[config.mk]
export PLATFORM = sky130hd
export DESIGN_NAME = sud_mul10_cell
export DESIGN_NICKNAME = d
export VERILOG_FILES = /design/src/sud_pkg.sv /design/src/sud_mul10_cell.sv
export SDC_FILE = /design/constraint.sdc
export NUM_CORES = 1
export LEC_CHECK = 0
export ABC_CLOCK_PERIOD_IN_PS = 7900
export BUFFER_PORTS_ARGS = -buffer_cell sky130_fd_sc_hd__buf_2
export CORE_AREA = 2 2 303 305
export DETAILED_ROUTE_END_ITERATION = 12
export DIE_AREA = 0 0 305 307
export PLACE_DENSITY = 0.6
export SYNTH_ARGS = -nofsm -noshare
export SYNTH_HDL_FRONTEND = slang
export SYNTH_SLANG_ARGS = --single-unit
[constraint.sdc]
create_clock -name i_clk -period 7.9 [get_ports i_clk]
set_input_delay 0.79 -clock i_clk [delete_from_list [all_inputs] [get_ports i_clk]]
set_output_delay 0.79 -clock i_clk [all_outputs]
set_load 0.02 [all_outputs]
[src/sud_pkg.sv]
// Shared types, widths and constants for the decimal scale-up divider.
// Used by every module of the block; no dependencies.
`timescale 1ns / 1ps
`default_nettype none

package sud_pkg;

    localparam int WORD_W        = 64;
    localparam int NUM_W         = 256;   // scaled dividend magnitude
    localparam int DEN_W         = 128;   // divisor magnitude / remainder
    localparam int SCALE_W       = 7;
    localparam int DEF_MAX_SCALE  = 76;
    localparam int DEF_MAX_DIGITS = 38;

    // Beat moving along the times-ten chain.
    typedef struct packed {
        logic [NUM_W-1:0] num;
        logic [DEN_W-1:0] den;
        logic             neg;
        logic             ovf;
    } t_scl_beat;

    // Beat moving along the divide chain; word holds dividend bits on top,
    // quotient bits shift in from the bottom.
    typedef struct packed {
        logic [NUM_W-1:0] word;
        logic [DEN_W-1:0] rem;
        logic [DEN_W-1:0] den;
        logic             neg;
        logic             ovf;
    } t_div_beat;

    // 10^n in 128 bits, elaboration time only.
    function automatic logic [DEN_W-1:0] f_pow10(input int n);
        logic [DEN_W-1:0] v;
        v = DEN_W'(1);
        for (int k = 0; k < n; k++) begin
            v = (v << 3) + (v << 1);
        end
        return v;
    endfunction

endpackage

`default_nettype wire

[src/sud_mul10_cell.sv]
// One cell of the times-ten chain: multiplies by ten when its index is
// below the scale, flags a carry out of 256 bits. Depends on sud_pkg.
`timescale 1ns / 1ps
`default_nettype none

module sud_mul10_cell #(
    parameter int IDX = 0
) (
    input  wire logic                    i_clk,
    input  wire logic                    i_rst_n,
    input  wire logic                    i_en,
    input  wire logic [sud_pkg::SCALE_W-1:0] i_scale,
    input  wire logic                    i_valid,
    input  wire sud_pkg::t_scl_beat      i_beat,
    output logic                         o_valid,
    output sud_pkg::t_scl_beat           o_beat
);
    import sud_pkg::*;

    logic [NUM_W+3:0] w_prod;
    t_scl_beat        n_beat;
    logic             r_valid;
    t_scl_beat        r_beat;

    assign w_prod = ({4'b0, i_beat.num} << 3) + ({4'b0, i_beat.num} << 1);

    always_comb begin
        n_beat = i_beat;
        if (!i_beat.ovf && (SCALE_W'(IDX) < i_scale)) begin
            if (w_prod[NUM_W+3:NUM_W] != 4'b0) begin
                n_beat.ovf = 1'b1;
            end else begin
                n_beat.num = w_prod[NUM_W-1:0];
            end
        end
    end

    always_ff @(posedge i_clk) begin
        if (!i_rst_n) begin
            r_valid <= 1'b0;
        end else if (i_en) begin
            r_valid <= i_valid;
        end
    end

    always_ff @(posedge i_clk) begin
        if (i_en) begin
            r_beat <= n_beat;
        end
    end

    assign o_valid = r_valid;
    assign o_beat  = r_beat;

endmodule

`default_nettype wire

==> metrics.cfg <==
[global_routing]
grt_pass1_vias = 30600
grtUsageMet2 = 0.484
grt_pass1_wl_um = 205000
track_usage = 0.294
use_met1 = 0.383
grt.busiest_layer = met2
use_met3 = 0.0653
grt.overflow.total = 0
grt_max_degree = 129
antenna_found_initial = 56

[die]
rows = 111
dieArea_um2 = 93600
coreArea_um2 = 90700
initial_utilization = 0.370
dieWidth_um = 305
die_h_um = 307
ioPinCount = 784

[place]
place_area_um2 = 38400
post-dp-hpwl_um = 121000
place_congestion = 1.02
portBuffers = 783

[yosys]
yosysTopAreaCell = edfxtp_1
ys.flop_type = edfxtp_1
async_reset_ff_frac = 0
syn_nets = 4208
synth_area_um2 = 33600
synth_edf_count = 386
synthTopCellsByArea = edfxtp_1 (35%), mux2_4 (10%), ha_1 (9.5%), a21oi_1 (6.7%), o21ai_0 (4.1%)
synth_top_area_share = 0.345
synth_cell_type_count = 84
syn-mean-instance-area_um2 = 9.44
netlist_instances = 3556
yosys_warnings = 0
synth_seq_area_share = 0.346
ys_ff_latch = 387

[detailed_routing]
dr.pass1.iters = 6
wl_per_cell_um = 26.1
final_antenna_net_count = 0
drc_errors = 0
viasPerCell = 5.77
drt_iter0_drc = 2722
num_vias = 31800
wl_um = 144000

[sta]
slew_headroom = 0.308
rsz0062_at_grt = false
timing.fmax_mhz = 162
fin_skew_ns = 0
setup_viol = 0
tightest_slew_ns = 1.03
period_share = 0.779
timing.final.max_slew_violations = 0
fin_setup_tns_ns = 0
final-hold-violation-count = 0
fin_crit_ns = 6.15

[power]
design_power_total_mw = 7.44
power.density_nw_per_um2 = 186
leakage_nw = 17.2
max-vdd-ir-drop_mv = 0.164

[cts]
cts.clk_slew.worst_paths_ns = 0.05
worstSkewPairLatency_ns = 0.64
post_cts_buffers = 0
cts_tree = built
postCtsHoldBufs = 0
cts.repair.resized = 0
cts_buffer_depth = 3
cts_root_buf = clkbuf_16
htreeDepth = 2
cts_made_buffers = 50
numClockSinks = 387

[setup_path]
startpoint_type = primary input
arrival_ns = 6.56
r2r_start = o_valid$_SDFFE_PN0P_
cp-end-kind = register
rrSetupSlack_ns = 7.30
criticalPathCategory = primary input to register
r2r_cells = 2
timing.rr.end = o_valid$_SDFFE_PN0P_
critPathRequiredTime_ns = 8.31
crit_path_max_fanout = 35

[flow_run]
cap_viol_max_count = 0

[status]
status = finished clean

[layout]
area_growth_pct = 19.1
layout-drive-gt1-share = 0.263
fin_util = 0.441
design_area_um2 = 40000
nFillCells = 9103
final_common_cell = buf_2
most-common-layout-cells = buf_2 (782), a21oi_1 (451), edfxtp_1 (386), nand2_1 (346), nor2_1 (283)
final_nets = 4908

[worst_hold_path]
min_path_cells = 1
holdPathEnd = o_beat[9]$_DFFE_PP_
hold_class = primary input to register
hp-start = i_beat[9]

[through the flow]
step / worst slack, ns / hold slack [ns] / std cells
global placement: 1.26 / 0.498 / 5390
floorplan: 2.79 / 0.589 / 3556
CTS: 1.86 / 0.257 / 5483
detailed placement: 1.15 / 0.512 / 5390
finish: 1.75 / 0.306 / 5503
global route: 1.52 / 0.270 / 5501
[report_power, final]
group | switching (mW) | internal [mW]
sequential | 0.0727 | 2.48
clock | 0.980 | 1.24
combinational | 1.70 | 0.959
total | 2.75 | 4.68
[registers in the layout (all words and copies together) (netlist names)]
name     flops
o_valid      1
o_beat     386
[per-layer routing]
| metal | share of wire | up-vias |
|---|---|---|
| met5 | 0.00080 | - |
| met3 | 0.076 | 244 |
| met2 | 0.47 | 1319 |
| li1 | - | 14800 |
| met1 | 0.43 | 15300 |
| met4 | 0.029 | 20 |
[synth_stat cells (19+ instances only)]
master and count:
o21ai_0 276, nand4_1 148, a31oi_1 27, nand2_1 346
a21o_1 122, edfxtp_1 386, o21a_1 57, ha_1 254
nor3_1 75, mux2_1 24, xnor2_1 152, xor2_1 100
mux2_4 224, or3_1 19, nand3_1 38, a21oi_1 451
o21bai_1 68, inv_1 76, a21boi_0 27, clkbuf_1 121
nor2_1 283, nor4_1 23
[cell type report]
cell class,instances,area (µm²),share of cell area
Timing Repair Buffer,802,4160,0.104
Clock inverter,30,260,0.00651
Clock buffer,63,1300,0.0325
Tap cell,1186,1480,0.0371
Sequential cell,387,11600,0.290
Antenna cell,20,50.0,0.00125
Inverter,76,285,0.00714
Multi-Input combinational cell,2939,20800,0.521
[critical path: stages]
cell and delay, ns:
buf_2 0.14, ha_1 0.37, a21o_1 0.19, a21oi_1 0.25, a2111oi_0 0.16, or3b_1 0.45
o22a_1 0.30, a31oi_1 0.45, a31oi_1 0.32, o2111ai_1 0.51, a21oi_1 0.19, o21ai_1 0.49
o41ai_1 0.15, xnor2_1 0.18, nand4_1 0.15, or3_4 0.59, buf_12 0.26, buf_12 0.21
mux2_1 0.34
[how the worst max path moves through the flow]
stage / startpoint / depth (start not counted) / end
floorplan: i_beat[143] / 20 / o_beat[249]$_DFFE_PP_
global placement: i_beat[132] / 22 / o_beat[133]$_DFFE_PP_
detailed placement: i_beat[132] / 22 / o_beat[133]$_DFFE_PP_
CTS: i_beat[132] / 22 / o_beat[133]$_DFFE_PP_
global route: i_beat[150] / 20 / o_beat[133]$_DFFE_PP_
finish: i_beat[133] / 19 / o_beat[133]$_DFFE_PP_
[cells by family (layout without fill, tap and decap cells)]
family,Yosys count,in the layout,share of synthesized area
other cells,0,20,0
mux,256,256,0.111
xor+xnor,252,252,0.0658
buf+inv,230,971,0.0336
fa+ha+maj,255,255,0.0953
compound gates,1166,1166,0.210
flops,387,387,0.346
simple gates,1010,1010,0.139
No activity file was read; power rests on OpenSTA's default activity.
