<file path="src/sud_pkg.sv">
// Shared types, widths and constants for the decimal scale-up divider.
// Used by every module of the block; no dependencies.
`timescale 1ns / 1ps
`default_nettype none

package sud_pkg;

    localparam int WORD_W        = 64;
    localparam int NUM_W         = 256;   // scaled dividend magnitude
    localparam int DEN_W         = 128;   // divisor magnitude / remainder
    localparam int SCALE_W       = 7;
    localparam int DEF_MAX_SCALE  = 76;
    localparam int DEF_MAX_DIGITS = 38;

    // Beat moving along the times-ten chain.
    typedef struct packed {
        logic [NUM_W-1:0] num;
        logic [DEN_W-1:0] den;
        logic             neg;
        logic             ovf;
    } t_scl_beat;

    // Beat moving along the divide chain; word holds dividend bits on top,
    // quotient bits shift in from the bottom.
    typedef struct packed {
        logic [NUM_W-1:0] word;
        logic [DEN_W-1:0] rem;
        logic [DEN_W-1:0] den;
        logic             neg;
        logic             ovf;
    } t_div_beat;

    // 10^n in 128 bits, elaboration time only.
    function automatic logic [DEN_W-1:0] f_pow10(input int n);
        logic [DEN_W-1:0] v;
        v = DEN_W'(1);
        for (int k = 0; k < n; k++) begin
            v = (v << 3) + (v << 1);
        end
        return v;
    endfunction

endpackage

`default_nettype wire

</file>
<file path="src/sud_div_cell.sv">
// One restoring-division step: shifts in the next dividend bit, subtracts
// the divisor when it fits, shifts the quotient bit in. Depends on sud_pkg.
`timescale 1ns / 1ps
`default_nettype none

module sud_div_cell (
    input  wire logic               i_clk,
    input  wire logic               i_rst_n,
    input  wire logic               i_en,
    input  wire logic               i_valid,
    input  wire sud_pkg::t_div_beat i_beat,
    output logic                    o_valid,
    output sud_pkg::t_div_beat      o_beat
);
    import sud_pkg::*;

    logic [DEN_W:0]   w_trial;
    logic [DEN_W+1:0] w_diff;
    logic             w_fit;
    t_div_beat        n_beat;
    logic             r_valid;
    t_div_beat        r_beat;

    assign w_trial = {i_beat.rem, i_beat.word[NUM_W-1]};
    assign w_diff  = {1'b0, w_trial} - {2'b0, i_beat.den};
    assign w_fit   = !w_diff[DEN_W+1];

    always_comb begin
        n_beat      = i_beat;
        n_beat.word = {i_beat.word[NUM_W-2:0], w_fit};
        n_beat.rem  = w_fit ? w_diff[DEN_W-1:0] : w_trial[DEN_W-1:0];
    end

    always_ff @(posedge i_clk) begin
        if (!i_rst_n) begin
            r_valid <= 1'b0;
        end else if (i_en) begin
            r_valid <= i_valid;
        end
    end

    always_ff @(posedge i_clk) begin
        if (i_en) begin
            r_beat <= n_beat;
        end
    end

    assign o_valid = r_valid;
    assign o_beat  = r_beat;

endmodule

`default_nettype wire

</file>
<file path="config.mk">
export PLATFORM = sky130hd
export DESIGN_NAME = sud_div_cell
export DESIGN_NICKNAME = d
export VERILOG_FILES = /design/src/sud_pkg.sv /design/src/sud_div_cell.sv
export SDC_FILE = /design/constraint.sdc
export NUM_CORES = 1
export LEC_CHECK = 0
export ABC_CLOCK_PERIOD_IN_PS = 9200
export BUFFER_PORTS_ARGS = -buffer_cell sky130_fd_sc_hd__buf_2
export CAP_MARGIN = 20
export CORE_AREA = 5 5 404 406
export CTS_CLUSTER_SIZE = 10
export DETAILED_ROUTE_END_ITERATION = 8
export DIE_AREA = 0 0 409 411
export PLACE_DENSITY_LB_ADDON = 0.3
export SETUP_SLACK_MARGIN = 0.15
export SYNTH_ARGS = -nofsm -noshare
export SYNTH_HDL_FRONTEND = slang
export SYNTH_SLANG_ARGS = --single-unit
</file>
<file path="constraint.sdc">
create_clock -name i_clk -period 9.2 [get_ports i_clk]
set_clock_uncertainty 0.1 [all_clocks]
set_input_delay 0.92 -clock i_clk [delete_from_list [all_inputs] [get_ports i_clk]]
set_output_delay 0.92 -clock i_clk [all_outputs]
set_load 0.05 [all_outputs]
</file>
==> metrics <==
commonest non-fill, non-tap cells in the layout=buf_2 (1031), edfxtp_1 (514), a21oi_1 (297); DRC=0; setup ws final=approximately 3.7 ns; status=complete, no violations; Peak Freq=181 MHz; Placed Cells incl. Taps=about 5300; Reg-to-Reg Start=o_valid; worst path arrival time=5.75 ns; Design Area, Final=35700 sq um; post-CTS sizing=0; hold crit path type=primary input to register; final worst path period need=between 5 and 6 ns; Mapped Avg Cell Area=11.5 sq um; CTS buffer count=72; hold buffers post-CTS=0; Vias/cell=between 4 and 5; CTS tree=done; die area=168000 sq um; hpwl dp=124000 um; top post-synthesis cells by area=edfxtp_1 (60%), ha_1 (6.2%), a21oi_1 (5.8%); Setup crit start kind=primary input; Setup Slack @ Placement=2.33 ns; Post-Layout Cell Count=5449; WL final=147000 um; synth unique cells=82; Synth Flop Type=edfxtp_1; final hold vios=0; total vias in the final route=about 23000; Setup Viol. Count Final=0; sequential fraction of the synthesis area=between 60% and 70%; vias in the first global route=22635; synthesis warning total=0; worst vdd ir=115 uV; share of post-route cells with drive strength above 1=35.4%; multi-input logic area=9270 sq um; Post-CTS Setup Bufs=0; initial antenna violation count=95; Max clock buf depth=3; H-tree Lvls=3; die height=411 um; first-pass GRT wire length=192000 um; largest net degree at the start of global routing=159; ys async rst share=0%; Initial Util=16.1%; cell taking the most area after synthesis=edfxtp_1; Hold Crit Start=i_beat[288]; routability cong.=0.912; relative slew slack=31.2%; Buffers on Ports=about 1000; Nets=3944; total area of sequential cells=15500 sq um; most common cell after layout, fill and taps aside=buf_2; RSZ-0062 raised after global routing=false; total negative slack=0 ns; max-slew violation count=0; Post-synth EDFFs=514; Clock Latency Late Sink=0.65 ns; I/O pin count=1033; core box area=159000 sq um; GRT Overall Usage=16.6%; Max-Cap Viols=0; Area growth syn-to-layout=39.0%; Root Buffer=clkbuf_16; number of DRC markers in iteration 0=1520; Syn Std Cell Area=25700 sq um; clock sinks=roughly 520; Worst-path clk slew=0.06 ns; Seq cells post-synth=just over 500; Net Count, Synth=2889; WL/cell=27.0 um; gr ovfl total=0; width of the chip=409 um; leakage=0.0149 uW; Routed Antenna Nets=0; Least-Margin Pin Slew=roughly 1.0 ns; hold_ws=0.322 ns; CP startpoint=i_beat[77]; period utilization=60.1%; PwrDens=226 nW/um^2; post-synth top area share=60.1%; Worst Path Max Fanout=158; Post-Syn Instances=2242; row cnt=147; Worst Path Required=9.42 ns; nature of the critical path endpoint=register; kind of critical path=primary input to register; drt pass-1 iters=5; Placement Cell Area=33300 sq um; fill cell count=17418
==> sequential cells by signal, indices dropped and copies added (netlist names) <==
name	flops
o_beat	514
o_valid	1
==> metrics by stage <==
stage               util (%)  total power (uW)
finish                  22.4              8050
global placement        20.9              5340
detailed placement      20.9              5340
floorplan                  -              4460
global route            22.3              8410
CTS                     22.3              8230
==> synth_stat cells, types with 4 or more instances <==
| master | count |
|---|---|
| edfxtp_1 | 514 |
| a21oi_1 | 297 |
| nor2_1 | 224 |
| nand2_1 | 180 |
| inv_1 | 177 |
| ha_1 | 128 |
| o21ai_0 | 112 |
| xnor2_1 | 62 |
| nand4_1 | 57 |
| xor2_1 | 51 |
| a21o_1 | 42 |
| o21bai_1 | 38 |
| clkbuf_1 | 35 |
| nor3_1 | 35 |
| nand3_1 | 33 |
| buf_2 | 24 |
| o21ai_1 | 17 |
| o21a_1 | 14 |
| a31oi_1 | 13 |
| nor4_1 | 12 |
| and2_1 | 11 |
| and3_1 | 11 |
| a211oi_1 | 10 |
| o211ai_1 | 8 |
| a21boi_0 | 7 |
| nand2b_1 | 7 |
| nor2b_1 | 7 |
| o31ai_1 | 7 |
| o31ai_2 | 6 |
| a221oi_1 | 5 |
| buf_4 | 5 |
| or3_1 | 5 |
| nor3b_1 | 4 |
| o21ba_2 | 4 |
==> cells by family (layout without fill, tap and decap cells) <==
| logic type | count (synthesis) | count (layout) | synth area share [%] |
|---|---|---|---|
| other | 0 | 23 | 0 |
| adders and majority gates | 129 | 129 | 6.31 |
| and+or+nand+nor | 608 | 608 | 10.8 |
| buffers and inverters | 242 | 1340 | 3.73 |
| xor gates and xnor gates | 113 | 113 | 3.85 |
| muxes | 3 | 3 | 0.122 |
| DFF | 515 | 515 | 60.2 |
| AOI/OAI and AO/OA | 632 | 632 | 15.0 |
==> path summary, 6_finish.rpt <==
check / end / slack, ns / cells past startpoint
min reg2reg: o_valid / 0.44 / 2
min: o_beat[289] / 0.32 / 1
max reg2reg: o_valid / 8.49 / 2
max: o_beat[136] / 3.67 / 15
==> area by class of cell <==
| cell class | instances | area share (%) |
|---|---|---|
| Multi-Input combinational cell | 1485 | 26.0 |
| Inverter | 178 | 1.89 |
| Clock buffer | 83 | 5.17 |
| Timing Repair Buffer | 1045 | 14.9 |
| Antenna cell | 23 | 0.161 |
| Clock inverter | 34 | 1.27 |
| Tap cell | 2086 | 7.31 |
| Sequential cell | 515 | 43.3 |
==> power by group <==
group          internal [uW]  switching, uW
registers               2880           70.9
logic                    537           1770
clock network           1590           1200
==> routing by layer <==
metal | vias to the layer above | part of all wire [%] | routed length [um] | global-route usage [%]
met3 | 209 | 9.4 | 13900 | 6.24
met5 | - | 0.15 | 220 | 0
met1 | 10961 | 35 | 52100 | 17.4
met4 | 34 | 3.5 | 5180 | 5.21
met2 | 1009 | 51 | 75600 | 30.5
li1 | 10415 | - | - | -
==> critical path, cell delays in order <==
cell and delay [ns]:
buf_2 0.09, inv_1 0.04, ha_1 0.42, nand2_1 0.19, nor2_1 0.32, nand2_1 0.16
nor4_1 0.78, nand4_1 0.52, a31oi_1 0.49, o21ai_1 0.18, nand3_1 0.20, nand2_2 0.12
inv_6 0.32, buf_12 0.49, a21oi_1 0.28
No activity file was read; power rests on OpenSTA's default activity.
